[config.mk]
export PLATFORM = sky130hd
export DESIGN_NAME = cross_gesture_detector
export DESIGN_NICKNAME = d
export VERILOG_FILES = /design/src/rtl/cgd_pkg.sv /design/src/rtl/cgd_divider.sv /design/src/rtl/cross_gesture_detector.sv
export VERILOG_INCLUDE_DIRS = /design/src /design/src/rtl
export SDC_FILE = /design/constraint.sdc
export NUM_CORES = 2
export LEC_CHECK = 0
export ABC_AREA = 0
export BUFFER_PORTS_ARGS = -buffer_cell sky130_fd_sc_hd__clkbuf_2
export CAP_MARGIN = 5
export CELL_PAD_IN_SITES_DETAIL_PLACEMENT = 1
export CELL_PAD_IN_SITES_GLOBAL_PLACEMENT = 1
export CORE_UTILIZATION = 37
export CTS_BUF_LIST = sky130_fd_sc_hd__clkbuf_2
export DETAILED_ROUTE_END_ITERATION = 6
export PLACE_DENSITY = 0.66
export REMOVE_ABC_BUFFERS = 1
export SYNTH_ARGS = -nofsm -noshare
export SYNTH_HDL_FRONTEND = slang
export SYNTH_SLANG_ARGS = --single-unit
[constraint.sdc]
create_clock -name clk -period 16.4 [get_ports clk]
set_input_delay 2.46 -clock clk [delete_from_list [all_inputs] [get_ports clk]]
set_output_delay 2.46 -clock clk [all_outputs]
set_load 0.02 [all_outputs]
[src/rtl/assert_macros.svh]
// Assertion macros used by the cross gesture detector top level.
`ifndef ASSERT_MACROS_SVH
`define ASSERT_MACROS_SVH
// Check a property on every clock edge outside reset.
`define CGD_ASSERT(label, clk, rst_n, prop, msg) \
    label: assert property (@(posedge clk) disable iff (!rst_n) (prop)) else $error(msg);
// Check a property on every clock edge, reset included.
`define CGD_ASSERT_ALWAYS(label, clk, prop, msg) \
    label: assert property (@(posedge clk) (prop)) else $error(msg);
`endif

[src/rtl/cgd_pkg.sv]
// Shared types and constants of the cross gesture detector.
package cgd_pkg;
    localparam int COORD_BITS = 12;
    localparam int CNT_BITS = 4;
    localparam int LEN_BITS = 25;
    localparam int THR_BITS = 12;
    localparam int LIM_BITS = 8;
    localparam int ADDR_BITS = 4;

    localparam logic [LEN_BITS-1:0] MIN_LENGTH_SQ_RST = 25'd10000;
    localparam logic [THR_BITS-1:0] MOVE_THRESHOLD_RST = 12'd10;
    localparam logic [THR_BITS-1:0] SLOPE_LIMIT_RST = 12'd2;
    localparam logic [LIM_BITS-1:0] RESTART_LIMIT_RST = 8'd5;

    localparam logic [ADDR_BITS-1:0] ADDR_MIN_LENGTH_SQ = 4'h0;
    localparam logic [ADDR_BITS-1:0] ADDR_MOVE_THRESHOLD = 4'h4;
    localparam logic [ADDR_BITS-1:0] ADDR_SLOPE_LIMIT = 4'h8;
    localparam logic [ADDR_BITS-1:0] ADDR_RESTART_LIMIT = 4'hC;

    // Width of a signed coordinate difference.
    localparam int DIFF_BITS = COORD_BITS + 1;
    // Width of a signed product or a cross product.
    localparam int PROD_BITS = 2 * DIFF_BITS + 1;

    typedef struct packed {
        logic [CNT_BITS-1:0]   touch_count;
        logic [COORD_BITS-1:0] pos_x;
        logic [COORD_BITS-1:0] pos_y;
    } in_word_t;

    typedef struct packed {
        logic       cross_detected;
        logic [1:0] strokes_held;
    } out_word_t;

    // Divider request and answer.
    typedef struct packed {
        logic                        start;
        logic signed [DIFF_BITS-1:0] num;
        logic signed [DIFF_BITS-1:0] den;
    } div_req_t;

    typedef struct packed {
        logic                        done;
        logic signed [DIFF_BITS-1:0] quo;
    } div_rsp_t;
endpackage

[src/rtl/cgd_divider.sv]
// Serial signed divider, quotient truncated toward zero, one bit a cycle.
module cgd_divider (
    input  logic              clk,
    input  logic              rst_n,
    input  cgd_pkg::div_req_t req,
    output cgd_pkg::div_rsp_t rsp
);
    localparam int W = cgd_pkg::DIFF_BITS;

    typedef enum logic [1:0] {IDLE, RUN, FIN} div_state_t;

    div_state_t       state_reg;
    logic [W-1:0]     quo_reg;
    logic [W-1:0]     rem_reg;
    logic [W-1:0]     den_reg;
    logic [$clog2(W+1)-1:0] cnt_reg;
    logic             neg_reg;
    logic [W-1:0]     num_abs;
    logic [W-1:0]     den_abs;
    logic [W:0]       trial;
    logic [W-1:0]     rem_shift;

    assign num_abs = req.num[W-1] ? W'(-req.num) : W'(req.num);
    assign den_abs = req.den[W-1] ? W'(-req.den) : W'(req.den);
    assign rem_shift = {rem_reg[W-2:0], quo_reg[W-1]};
    assign trial = {1'b0, rem_shift} - {1'b0, den_reg};

    always_ff @(posedge clk or negedge rst_n)
    begin
        if (!rst_n)
        begin
            state_reg <= IDLE;
            cnt_reg   <= '0;
            quo_reg   <= '0;
            rem_reg   <= '0;
            den_reg   <= '0;
            neg_reg   <= 1'b0;
            rsp.done  <= 1'b0;
            rsp.quo   <= '0;
        end
        else
        begin
            rsp.done <= (state_reg == FIN);
            unique case (state_reg)
                IDLE:
                begin
                    if (req.start)
                    begin
                        quo_reg   <= num_abs;
                        rem_reg   <= '0;
                        den_reg   <= den_abs;
                        neg_reg   <= req.num[W-1] ^ req.den[W-1];
                        cnt_reg   <= '0;
                        state_reg <= RUN;
                    end
                end
                RUN:
                begin
                    // shift one dividend bit in, subtract where it fits
                    if (!trial[W])
                    begin
                        rem_reg <= trial[W-1:0];
                        quo_reg <= {quo_reg[W-2:0], 1'b1};
                    end
                    else
                    begin
                        rem_reg <= rem_shift;
                        quo_reg <= {quo_reg[W-2:0], 1'b0};
                    end
                    cnt_reg <= cnt_reg + 1'b1;
                    if (cnt_reg == ($clog2(W+1))'(W - 1))
                    begin
                        state_reg <= FIN;
                    end
                end
                FIN:
                begin
                    rsp.quo   <= neg_reg ? W'(-quo_reg) : quo_reg;
                    state_reg <= IDLE;
                end
                default:
                begin
                    state_reg <= IDLE;
                end
            endcase
        end
    end
endmodule

[src/rtl/cross_gesture_detector.sv]
// Top level of the cross gesture detector.
// Takes one touch frame per word and returns one result word per frame. A
// single-touch frame from the third of its stroke on that pushes a moved
// point runs two serial slope divisions on the shared divider; the lift
// frame after the second stroke runs the segment test as twelve products
// through one shared multiplier, one product a cycle, when the bounding
// boxes overlap, and skips the products when they do not. Other frames go
// straight from the frame step to the result step. The input is not ready
// while a frame is being worked; a result that waits in the output register
// holds the next frame in its last step.
`include "assert_macros.svh"
module cross_gesture_detector (
    input  logic                               clk,
    input  logic                               rst_n,
    input  logic                               in_valid,
    output logic                               in_ready,
    input  cgd_pkg::in_word_t                  in_data,
    output logic                               out_valid,
    input  logic                               out_ready,
    output cgd_pkg::out_word_t                 out_data,
    input  logic                               psel,
    input  logic                               penable,
    input  logic                               pwrite,
    input  logic [cgd_pkg::ADDR_BITS-1:0]      paddr,
    input  logic [31:0]                        pwdata,
    output logic [31:0]                        prdata,
    output logic                               pready
);
    localparam int CW = cgd_pkg::COORD_BITS;
    localparam int DW = cgd_pkg::DIFF_BITS;
    localparam int PW = cgd_pkg::PROD_BITS;

    typedef enum logic [3:0] {
        S_IDLE, S_FRAME, S_DIV1, S_WAIT1, S_DIV2, S_WAIT2, S_SLOPE,
        S_BOX, S_MUL, S_LEN, S_OUT
    } state_t;

    // configuration
    logic [cgd_pkg::LEN_BITS-1:0] min_length_sq_reg;
    logic [cgd_pkg::THR_BITS-1:0] move_threshold_reg;
    logic [cgd_pkg::THR_BITS-1:0] slope_limit_reg;
    logic [cgd_pkg::LIM_BITS-1:0] restart_limit_reg;

    state_t state_reg;
    logic [1:0] stroke_number_reg;
    logic [1:0] frames_in_stroke_reg;
    logic [7:0] gap_frames_reg;
    logic [CW-1:0] p_reg [8];
    logic [CW-1:0] q_reg [8];
    cgd_pkg::in_word_t in_reg;
    cgd_pkg::out_word_t out_reg;
    logic out_valid_reg;
    logic cross_reg;
    // which line the slope test looks at: 0 first, 1 second
    logic sel_reg;
    logic signed [DW-1:0] s1_reg;
    logic [3:0] step_reg;
    logic signed [PW-1:0] prod_reg;
    logic signed [PW+1:0] acc_reg;
    logic [1:0] sign_a_reg;
    logic [1:0] sign_b_reg;
    logic sgn_fail_reg;

    cgd_pkg::div_req_t div_req;
    cgd_pkg::div_rsp_t div_rsp;

    cgd_divider u_div (
        .clk   (clk),
        .rst_n (rst_n),
        .req   (div_req),
        .rsp   (div_rsp)
    );

    // APB
    logic cfg_wr;
    assign pready = 1'b1;
    assign cfg_wr = psel && penable && pwrite;

    always_comb
    begin
        prdata = '0;
        unique case (paddr)
            cgd_pkg::ADDR_MIN_LENGTH_SQ:  prdata = 32'(min_length_sq_reg);
            cgd_pkg::ADDR_MOVE_THRESHOLD: prdata = 32'(move_threshold_reg);
            cgd_pkg::ADDR_SLOPE_LIMIT:    prdata = 32'(slope_limit_reg);
            cgd_pkg::ADDR_RESTART_LIMIT:  prdata = 32'(restart_limit_reg);
            default:                      prdata = '0;
        endcase
    end

    always_ff @(posedge clk or negedge rst_n)
    begin
        if (!rst_n)
        begin
            min_length_sq_reg  <= cgd_pkg::MIN_LENGTH_SQ_RST;
            move_threshold_reg <= cgd_pkg::MOVE_THRESHOLD_RST;
            slope_limit_reg    <= cgd_pkg::SLOPE_LIMIT_RST;
            restart_limit_reg  <= cgd_pkg::RESTART_LIMIT_RST;
        end
        else if (cfg_wr)
        begin
            unique case (paddr)
                cgd_pkg::ADDR_MIN_LENGTH_SQ:
                    min_length_sq_reg <= pwdata[cgd_pkg::LEN_BITS-1:0];
                cgd_pkg::ADDR_MOVE_THRESHOLD:
                    move_threshold_reg <= pwdata[cgd_pkg::THR_BITS-1:0];
                cgd_pkg::ADDR_SLOPE_LIMIT:
                    slope_limit_reg <= pwdata[cgd_pkg::THR_BITS-1:0];
                cgd_pkg::ADDR_RESTART_LIMIT:
                    restart_limit_reg <= pwdata[cgd_pkg::LIM_BITS-1:0];
                default: ;
            endcase
        end
    end

    // result register loads when it is empty or being emptied
    logic out_load;
    assign out_load  = (state_reg == S_OUT) && (!out_valid_reg || out_ready);
    assign in_ready  = (state_reg == S_IDLE);
    assign out_valid = out_valid_reg;
    assign out_data  = out_reg;

    // selected line for the frame and slope work
    logic [CW-1:0] l [8];
    always_comb
    begin
        for (int i = 0; i < 8; i++)
        begin
            l[i] = sel_reg ? q_reg[i] : p_reg[i];
        end
    end

    function automatic logic signed [DW-1:0] sdiff(input logic [CW-1:0] a,
                                                   input logic [CW-1:0] b);
        sdiff = $signed({1'b0, a}) - $signed({1'b0, b});
    endfunction

    function automatic logic [DW-1:0] uabs(input logic signed [DW-1:0] v);
        uabs = v[DW-1] ? DW'(-v) : DW'(v);
    endfunction

    logic [1:0] fis_inc;
    logic [1:0] line_idx;
    logic mv;
    assign fis_inc = (frames_in_stroke_reg < 2'd3) ? frames_in_stroke_reg + 2'd1
                                                   : frames_in_stroke_reg;
    always_comb
    begin
        line_idx = 2'd0;
        mv = 1'b0;
        if (stroke_number_reg == 2'd1 || stroke_number_reg == 2'd2)
        begin
            line_idx = stroke_number_reg;
        end
        mv = (uabs(sdiff(in_reg.pos_x, l[6])) > DW'(move_threshold_reg)) &&
             (uabs(sdiff(in_reg.pos_y, l[7])) > DW'(move_threshold_reg));
    end

    // shared multiplier: operands chosen by step
    logic signed [DW:0] ma;
    logic signed [DW:0] mb;
    logic signed [PW+1:0] mprod;
    logic [CW-1:0] ax, ay, bx, by, cx, cy, ex, ey;
    assign ax = p_reg[0];
    assign ay = p_reg[1];
    assign bx = p_reg[6];
    assign by = p_reg[7];
    assign cx = q_reg[0];
    assign cy = q_reg[1];
    assign ex = q_reg[6];
    assign ey = q_reg[7];

    always_comb
    begin
        ma = '0;
        mb = '0;
        unique case (step_reg)
            4'd0: begin ma = (DW+1)'(sdiff(bx, ax)); mb = (DW+1)'(sdiff(cy, ay)); end
            4'd1: begin ma = (DW+1)'(sdiff(by, ay)); mb = (DW+1)'(sdiff(cx, ax)); end
            4'd2: begin ma = (DW+1)'(sdiff(bx, ax)); mb = (DW+1)'(sdiff(ey, ay)); end
            4'd3: begin ma = (DW+1)'(sdiff(by, ay)); mb = (DW+1)'(sdiff(ex, ax)); end
            4'd4: begin ma = (DW+1)'(sdiff(ex, cx)); mb = (DW+1)'(sdiff(ay, cy)); end
            4'd5: begin ma = (DW+1)'(sdiff(ey, cy)); mb = (DW+1)'(sdiff(ax, cx)); end
            4'd6: begin ma = (DW+1)'(sdiff(ex, cx)); mb = (DW+1)'(sdiff(by, cy)); end
            4'd7: begin ma = (DW+1)'(sdiff(ey, cy)); mb = (DW+1)'(sdiff(bx, cx)); end
            4'd8: begin ma = (DW+1)'(sdiff(ax, bx)); mb = ma; end
            4'd9: begin ma = (DW+1)'(sdiff(ay, by)); mb = ma; end
            4'd10: begin ma = (DW+1)'(sdiff(cx, ex)); mb = ma; end
            4'd11: begin ma = (DW+1)'(sdiff(cy, ey)); mb = ma; end
            default: begin ma = '0; mb = '0; end
        endcase
    end
    assign mprod = (PW+2)'(ma * mb);

    // bounding boxes overlap
    function automatic logic [CW-1:0] umax(input logic [CW-1:0] a, input logic [CW-1:0] b);
        umax = (a > b) ? a : b;
    endfunction
    function automatic logic [CW-1:0] umin(input logic [CW-1:0] a, input logic [CW-1:0] b);
        umin = (a < b) ? a : b;
    endfunction
    logic box_ok;
    assign box_ok = !(umax(ax, bx) < umin(cx, ex)) && !(umax(cx, ex) < umin(ax, bx)) &&
                    !(umax(ay, by) < umin(cy, ey)) && !(umax(cy, ey) < umin(ay, by));

    // sign of a cross product: 01 positive, 10 negative, 00 zero
    function automatic logic [1:0] sgn(input logic signed [PW+1:0] v);
        sgn = (v == '0) ? 2'b00 : (v[PW+1] ? 2'b10 : 2'b01);
    endfunction
    function automatic logic same_side(input logic [1:0] a, input logic [1:0] b);
        same_side = (a != 2'b00) && (a == b);
    endfunction

    logic signed [DW:0] sdiff_s;
    logic [DW:0] sabs;
    assign sdiff_s = (DW+1)'(div_rsp.quo) - (DW+1)'(s1_reg);
    assign sabs = sdiff_s[DW] ? (DW+1)'(-sdiff_s) : (DW+1)'(sdiff_s);

    always_comb
    begin
        div_req.start = (state_reg == S_DIV1) || (state_reg == S_DIV2);
        div_req.num = '0;
        div_req.den = '0;
        if (state_reg == S_DIV1)
        begin
            div_req.num = sdiff(l[5], l[3]);
            div_req.den = sdiff(l[4], l[2]);
        end
        else
        begin
            div_req.num = sdiff(l[7], l[5]);
            div_req.den = sdiff(l[6], l[4]);
        end
    end

    always_ff @(posedge clk or negedge rst_n)
    begin
        if (!rst_n)
        begin
            state_reg            <= S_IDLE;
            stroke_number_reg    <= 2'd0;
            frames_in_stroke_reg <= 2'd0;
            gap_frames_reg       <= 8'd0;
            out_valid_reg        <= 1'b0;
            out_reg              <= '0;
            in_reg               <= '0;
            sel_reg              <= 1'b0;
            step_reg             <= 4'd0;
            cross_reg            <= 1'b0;
            s1_reg               <= '0;
            prod_reg             <= '0;
            acc_reg              <= '0;
            sign_a_reg           <= 2'b00;
            sign_b_reg           <= 2'b00;
            sgn_fail_reg         <= 1'b0;
            for (int i = 0; i < 8; i++)
            begin
                p_reg[i] <= '0;
                q_reg[i] <= '0;
            end
        end
        else
        begin
            if (out_load)
            begin
                out_valid_reg <= 1'b1;
            end
            else if (out_ready)
            begin
                out_valid_reg <= 1'b0;
            end
            unique case (state_reg)
                S_IDLE:
                begin
                    if (in_valid && in_ready)
                    begin
                        in_reg    <= in_data;
                        cross_reg <= 1'b0;
                        sel_reg   <= (stroke_number_reg == 2'd2);
                        state_reg <= S_FRAME;
                    end
                end
                S_FRAME:
                begin
                    if (in_reg.touch_count != 4'd1)
                    begin
                        frames_in_stroke_reg <= 2'd0;
                        if (gap_frames_reg != 8'd255)
                        begin
                            gap_frames_reg <= gap_frames_reg + 8'd1;
                        end
                        if (stroke_number_reg == 2'd2)
                        begin
                            step_reg     <= 4'd0;
                            sgn_fail_reg <= 1'b0;
                            state_reg    <= S_BOX;
                        end
                        else
                        begin
                            state_reg <= S_OUT;
                            if (((gap_frames_reg == 8'd255) ? gap_frames_reg
                                 : gap_frames_reg + 8'd1) >= restart_limit_reg)
                            begin
                                stroke_number_reg <= 2'd0;
                            end
                        end
                    end
                    else
                    begin
                        gap_frames_reg       <= 8'd0;
                        frames_in_stroke_reg <= fis_inc;
                        if (fis_inc == 2'd1)
                        begin
                            state_reg <= S_OUT;
                            // open a new stroke
                            if (stroke_number_reg == 2'd0)
                            begin
                                stroke_number_reg <= 2'd1;
                                for (int i = 0; i < 8; i += 2)
                                begin
                                    p_reg[i]   <= in_reg.pos_x;
                                    p_reg[i+1] <= in_reg.pos_y;
                                end
                            end
                            else
                            begin
                                stroke_number_reg <= 2'd2;
                                for (int i = 0; i < 8; i += 2)
                                begin
                                    q_reg[i]   <= in_reg.pos_x;
                                    q_reg[i+1] <= in_reg.pos_y;
                                end
                            end
                        end
                        else if (line_idx != 2'd0 && (fis_inc == 2'd2 || mv))
                        begin
                            if (line_idx == 2'd1)
                            begin
                                p_reg[2] <= p_reg[4]; p_reg[3] <= p_reg[5];
                                p_reg[4] <= p_reg[6]; p_reg[5] <= p_reg[7];
                                p_reg[6] <= in_reg.pos_x; p_reg[7] <= in_reg.pos_y;
                            end
                            else
                            begin
                                q_reg[2] <= q_reg[4]; q_reg[3] <= q_reg[5];
                                q_reg[4] <= q_reg[6]; q_reg[5] <= q_reg[7];
                                q_reg[6] <= in_reg.pos_x; q_reg[7] <= in_reg.pos_y;
                            end
                            state_reg <= (fis_inc == 2'd3) ? S_DIV1 : S_OUT;
                        end
                        else
                        begin
                            state_reg <= S_OUT;
                        end
                    end
                end
                S_DIV1:
                begin
                    state_reg <= S_WAIT1;
                end
                S_WAIT1:
                begin
                    if (div_rsp.done)
                    begin
                        s1_reg    <= div_rsp.quo;
                        state_reg <= S_DIV2;
                    end
                end
                S_DIV2:
                begin
                    state_reg <= S_WAIT2;
                end
                S_WAIT2:
                begin
                    if (div_rsp.done)
                    begin
                        state_reg <= S_OUT;
                        // vertical steps pass; otherwise compare slopes
                        if (l[6] != l[4] && l[4] != l[2] &&
                            sabs > (DW+1)'(slope_limit_reg))
                        begin
                            stroke_number_reg <= 2'd0;
                            for (int i = 0; i < 8; i++)
                            begin
                                p_reg[i] <= '0;
                                q_reg[i] <= '0;
                            end
                        end
                    end
                end
                S_BOX:
                begin
                    step_reg  <= 4'd0;
                    state_reg <= box_ok ? S_MUL : S_LEN;
                    cross_reg <= 1'b0;
                    sgn_fail_reg <= !box_ok;
                end
                S_MUL:
                begin
                    // odd steps close a cross product or a squared length
                    step_reg <= step_reg + 4'd1;
                    if (!step_reg[0])
                    begin
                        prod_reg <= PW'(mprod);
                    end
                    else
                    begin
                        unique case (step_reg)
                            4'd1: sign_a_reg <= sgn((PW+2)'(prod_reg) - mprod);
                            4'd3:
                            begin
                                if (same_side(sign_a_reg, sgn((PW+2)'(prod_reg) - mprod)))
                                begin
                                    sgn_fail_reg <= 1'b1;
                                end
                            end
                            4'd5: sign_b_reg <= sgn((PW+2)'(prod_reg) - mprod);
                            4'd7:
                            begin
                                if (same_side(sign_b_reg, sgn((PW+2)'(prod_reg) - mprod)))
                                begin
                                    sgn_fail_reg <= 1'b1;
                                end
                            end
                            4'd9:
                            begin
                                acc_reg <= (PW+2)'(prod_reg) + mprod;
                            end
                            4'd11:
                            begin
                                // both lengths must exceed the threshold
                                if (!(acc_reg > (PW+2)'(min_length_sq_reg)) ||
                                    !(((PW+2)'(prod_reg) + mprod) >
                                      (PW+2)'(min_length_sq_reg)))
                                begin
                                    sgn_fail_reg <= 1'b1;
                                end
                                state_reg <= S_LEN;
                            end
                            default: ;
                        endcase
                    end
                end
                S_LEN:
                begin
                    if (!sgn_fail_reg)
                    begin
                        cross_reg <= 1'b1;
                        for (int i = 0; i < 8; i++)
                        begin
                            p_reg[i] <= '0;
                            q_reg[i] <= '0;
                        end
                    end
                    stroke_number_reg <= 2'd0;
                    state_reg <= S_OUT;
                end
                S_OUT:
                begin
                    // hold until the result register frees
                    if (out_load)
                    begin
                        out_reg.cross_detected <= cross_reg;
                        out_reg.strokes_held   <= stroke_number_reg;
                        state_reg              <= S_IDLE;
                    end
                end
                default:
                begin
                    state_reg <= S_IDLE;
                end
            endcase
        end
    end

    `CGD_ASSERT(a_strokes_range, clk, rst_n, stroke_number_reg != 2'd3,
                "stroke count out of range")
    `CGD_ASSERT(a_cross_clears, clk, rst_n,
                (out_valid_reg && out_reg.cross_detected) |-> out_reg.strokes_held == 2'd0,
                "cross reported with strokes held")
    `CGD_ASSERT(a_no_accept_busy, clk, rst_n,
                (state_reg != S_IDLE) |-> !in_ready, "input taken while busy")
endmodule
==> results.py <==
metrics = {
    "global_routing": {
        "antenna_found_initial": 5,
        "overflow": 0,
        "grt_pass1_wl_mm": 263,
        "grtUsageTotal": 0.263,
        "grt_pass1_vias": 43400,
        "grt_max_degree": 91,
    },
    "timing": {
        "worst_slew_pin_slew_ps": 1150,
        "maxSlewHeadroom": 0.226,
        "post-route-period-util": 0.918,
        "rsz0062_at_grt": "false",
        "hold_viol": 0,
        "fmax_mhz": 66.4,
        "slew_viol_final": 0,
        "fin_worst_skew_ps": 151,
        "setup_viol": 0,
        "finalCriticalPeriod_ps": 15060,
        "fin_setup_tns_ps": 0,
    },
    "floorplan": {
        "die_area_sq_um": 131000,
        "die_w_um": 362,
        "rows": 131,
        "ios": 109,
        "core_sq_um": 128000,
        "initial_core_util": 0.374,
        "fp.dieH_um": 362,
    },
    "layout": {
        "layout_common_cells": "718 x nand2_1, 588 x inv_1, 520 x ha_1",
        "drive_gt1_frac": 0.109,
        "final_nets": 6604,
        "layout.cells.most_common": "nand2_1",
        "final_cells": 7579,
        "utilization": 0.401,
        "area_delta_synth_final_pct": 7.28,
    },
    "critical_path": {
        "cp_data_required_time_ps": 17890,
        "slowest_stage": "nand2_1",
        "worstSetupEndpointType": "flop",
        "cpPeakStageDelay_ps": 720,
        "rr_worst_depth": 53,
        "arrival_ps": 16550,
        "crit_fanout": 23,
        "crit_type": "flop to flop",
        "r2r_start": "step_reg[2]",
        "r2r-end": "sgn_fail_reg",
        "start_kind": "flop",
        "reg2reg_slack_ps": 1340,
    },
    "synth": {
        "ys_ff_latch": 436,
        "synthAdderAreaFrac": 0.224,
        "syn_avg_cell_area_sq_um": 8.32,
        "synth-xor-area-share": 0.0564,
        "ys.flop_type": "dfrtp_1",
        "synth_top_family_by_area": "adder cells",
        "synth_cells": 5748,
        "yosys.cell_types.count": 91,
        "synth_compound_area_frac": 0.187,
        "syn_area_sq_um": 47800,
        "synth_mux_area_frac": 0.0763,
        "yosys.area_share.simple": 0.158,
        "synth_edf_count": 0,
        "yosys_warnings": 0,
        "async_flop_share": 1.00,
        "ys_seq_area_frac": 0.228,
    },
    "route": {
        "postRouteAntennaNets": 0,
        "avgViaCountPerCell": 5.61,
        "drc": 0,
        "drt_pass1_iterations": 5,
        "vias": 42600,
        "avgRoutedWirePerCell_um": 22.8,
        "totalWireLength_mm": 173,
        "first_iter_violations": 2597,
    },
    "clock_network": {
        "post_cts_buffers": 0,
        "cts_tree": "yes",
        "numCtsBuffers": 138,
        "cts.clk_slew.worst_paths_ps": 100,
        "cts_buffer_depth": 3,
        "cts-htree-levels": 4,
        "cts_root_buffer": "clkbuf_2",
        "worstSkewPairLatency_ps": 1560,
        "cts_resized": 0,
        "clock_sinks": 436,
        "holdBufCountCts": 0,
    },
    "hold_path": {
        "hold_start": "u_div.den_reg[1]",
        "hold_path_class": "flop to flop",
        "min_to": "u_div.den_reg[1]",
        "worstHoldPathCells": 2,
    },
    "placement": {
        "portBuffers": 93,
        "dp_cells": 7325,
        "post-dp-hpwl_mm": 140,
        "place_congestion": 0.977,
    },
    "run_status": {
        "status": "finished clean",
    },
    "job": {
        "cap_violations": 0,
    },
}
==> final cells by class <==
class | count | area, sq um
Timing Repair Buffer | 165 | 1020
Fill cell | 15400 | 76500
Clock buffer | 197 | 986
Clock inverter | 48 | 325
Inverter | 588 | 2210
Multi-Input combinational cell | 4474 | 33800
Tap cell | 1662 | 2080
Sequential cell | 436 | 10900
Antenna cell | 9 | 22.5
==> worst max-delay path by stage <==
stage	startpoint	to	slack [ps]	depth (start not counted)
after floorplan	step_reg[0]	sgn_fail_reg	3370	48
after global placement	step_reg[2]	sgn_fail_reg	1730	51
after detailed placement	step_reg[2]	sgn_fail_reg	1550	52
after CTS	step_reg[2]	sgn_fail_reg	1600	52
after global routing	step_reg[2]	sgn_fail_reg	380	54
final	step_reg[2]	sgn_fail_reg	1340	53
==> critical path: cells and delay by family (launching register included) <==
family,cells,cell delay (ps)
AO/OA/AOI/OAI,15,3980
XOR/XNOR,3,760
AND/OR/NAND/NOR,18,4750
buffers and inverters,7,940
flip-flops,1,550
adder cells (fa/ha/maj),10,4020
==> Yosys cell counts (12+ instances only) <==
library cell,instances,area share
nor4_1,27,0.0035
nor3_1,93,0.0097
a2111oi_0,18,0.0033
mux2_4,46,0.014
a21boi_0,14,0.0022
buf_4,15,0.0024
o22ai_1,35,0.0046
nor2_1,355,0.028
a211o_1,16,0.0029
xnor2_1,189,0.035
or3_1,26,0.0034
mux2i_1,145,0.030
o21ai_0,466,0.049
nand2b_1,67,0.0088
o21a_1,66,0.010
a211oi_1,33,0.0052
nor3b_1,12,0.0019
inv_1,588,0.046
ha_1,520,0.14
a22oi_1,49,0.0077
and2_1,36,0.0047
or2_2,20,0.0026
nand2_1,720,0.056
nor2b_1,81,0.011
dfrtp_1,426,0.22
fa_1,210,0.088
a21oi_1,374,0.039
o31ai_1,26,0.0041
nand3_1,83,0.0087
a31oi_1,35,0.0046
o211ai_1,33,0.0052
a21o_1,113,0.018
nand4_1,61,0.0080
mux2_2,134,0.032
o2111ai_1,12,0.0022
buf_1,16,0.0013
clkbuf_1,211,0.017
o21bai_1,38,0.0060
xor2_1,119,0.022
and3_1,32,0.0042
==> stage by stage <==
stage / worst slack [ps] / area [sq um] / hold WS (ps)
after floorplan: 3370 / 46700 / 439
after global placement: 1730 / 50000 / 457
after detailed placement: 1550 / 50000 / 461
after CTS: 1600 / 51300 / 485
after global routing: 377 / 51300 / 521
final: 1340 / 51300 / 478
==> kinds of logic (layout without fill, tap and decap cells) <==
group	count (synthesis)	in the layout
adders and majority gates	730	730
muxes	325	325
DFF	436	436
xor gates and xnor gates	308	308
buffers and inverters	844	998
AOI/OAI and AO/OA	1445	1445
other	2	17
and+or+nand+nor	1658	1658
==> metal layers <==
metal,vias up,wire [um],share of wire,GRT usage
li1,20000,-,-,-
met1,21400,81600,0.47,0.367
met2,946,79100,0.46,0.421
met3,227,7920,0.046,0.0358
met4,0,4310,0.025,0.0764
met5,-,0,0,0
Power is left out: the tool's default activity adds up to more than one toggle a clock period on the data nets, which glitch-free logic cannot reach.
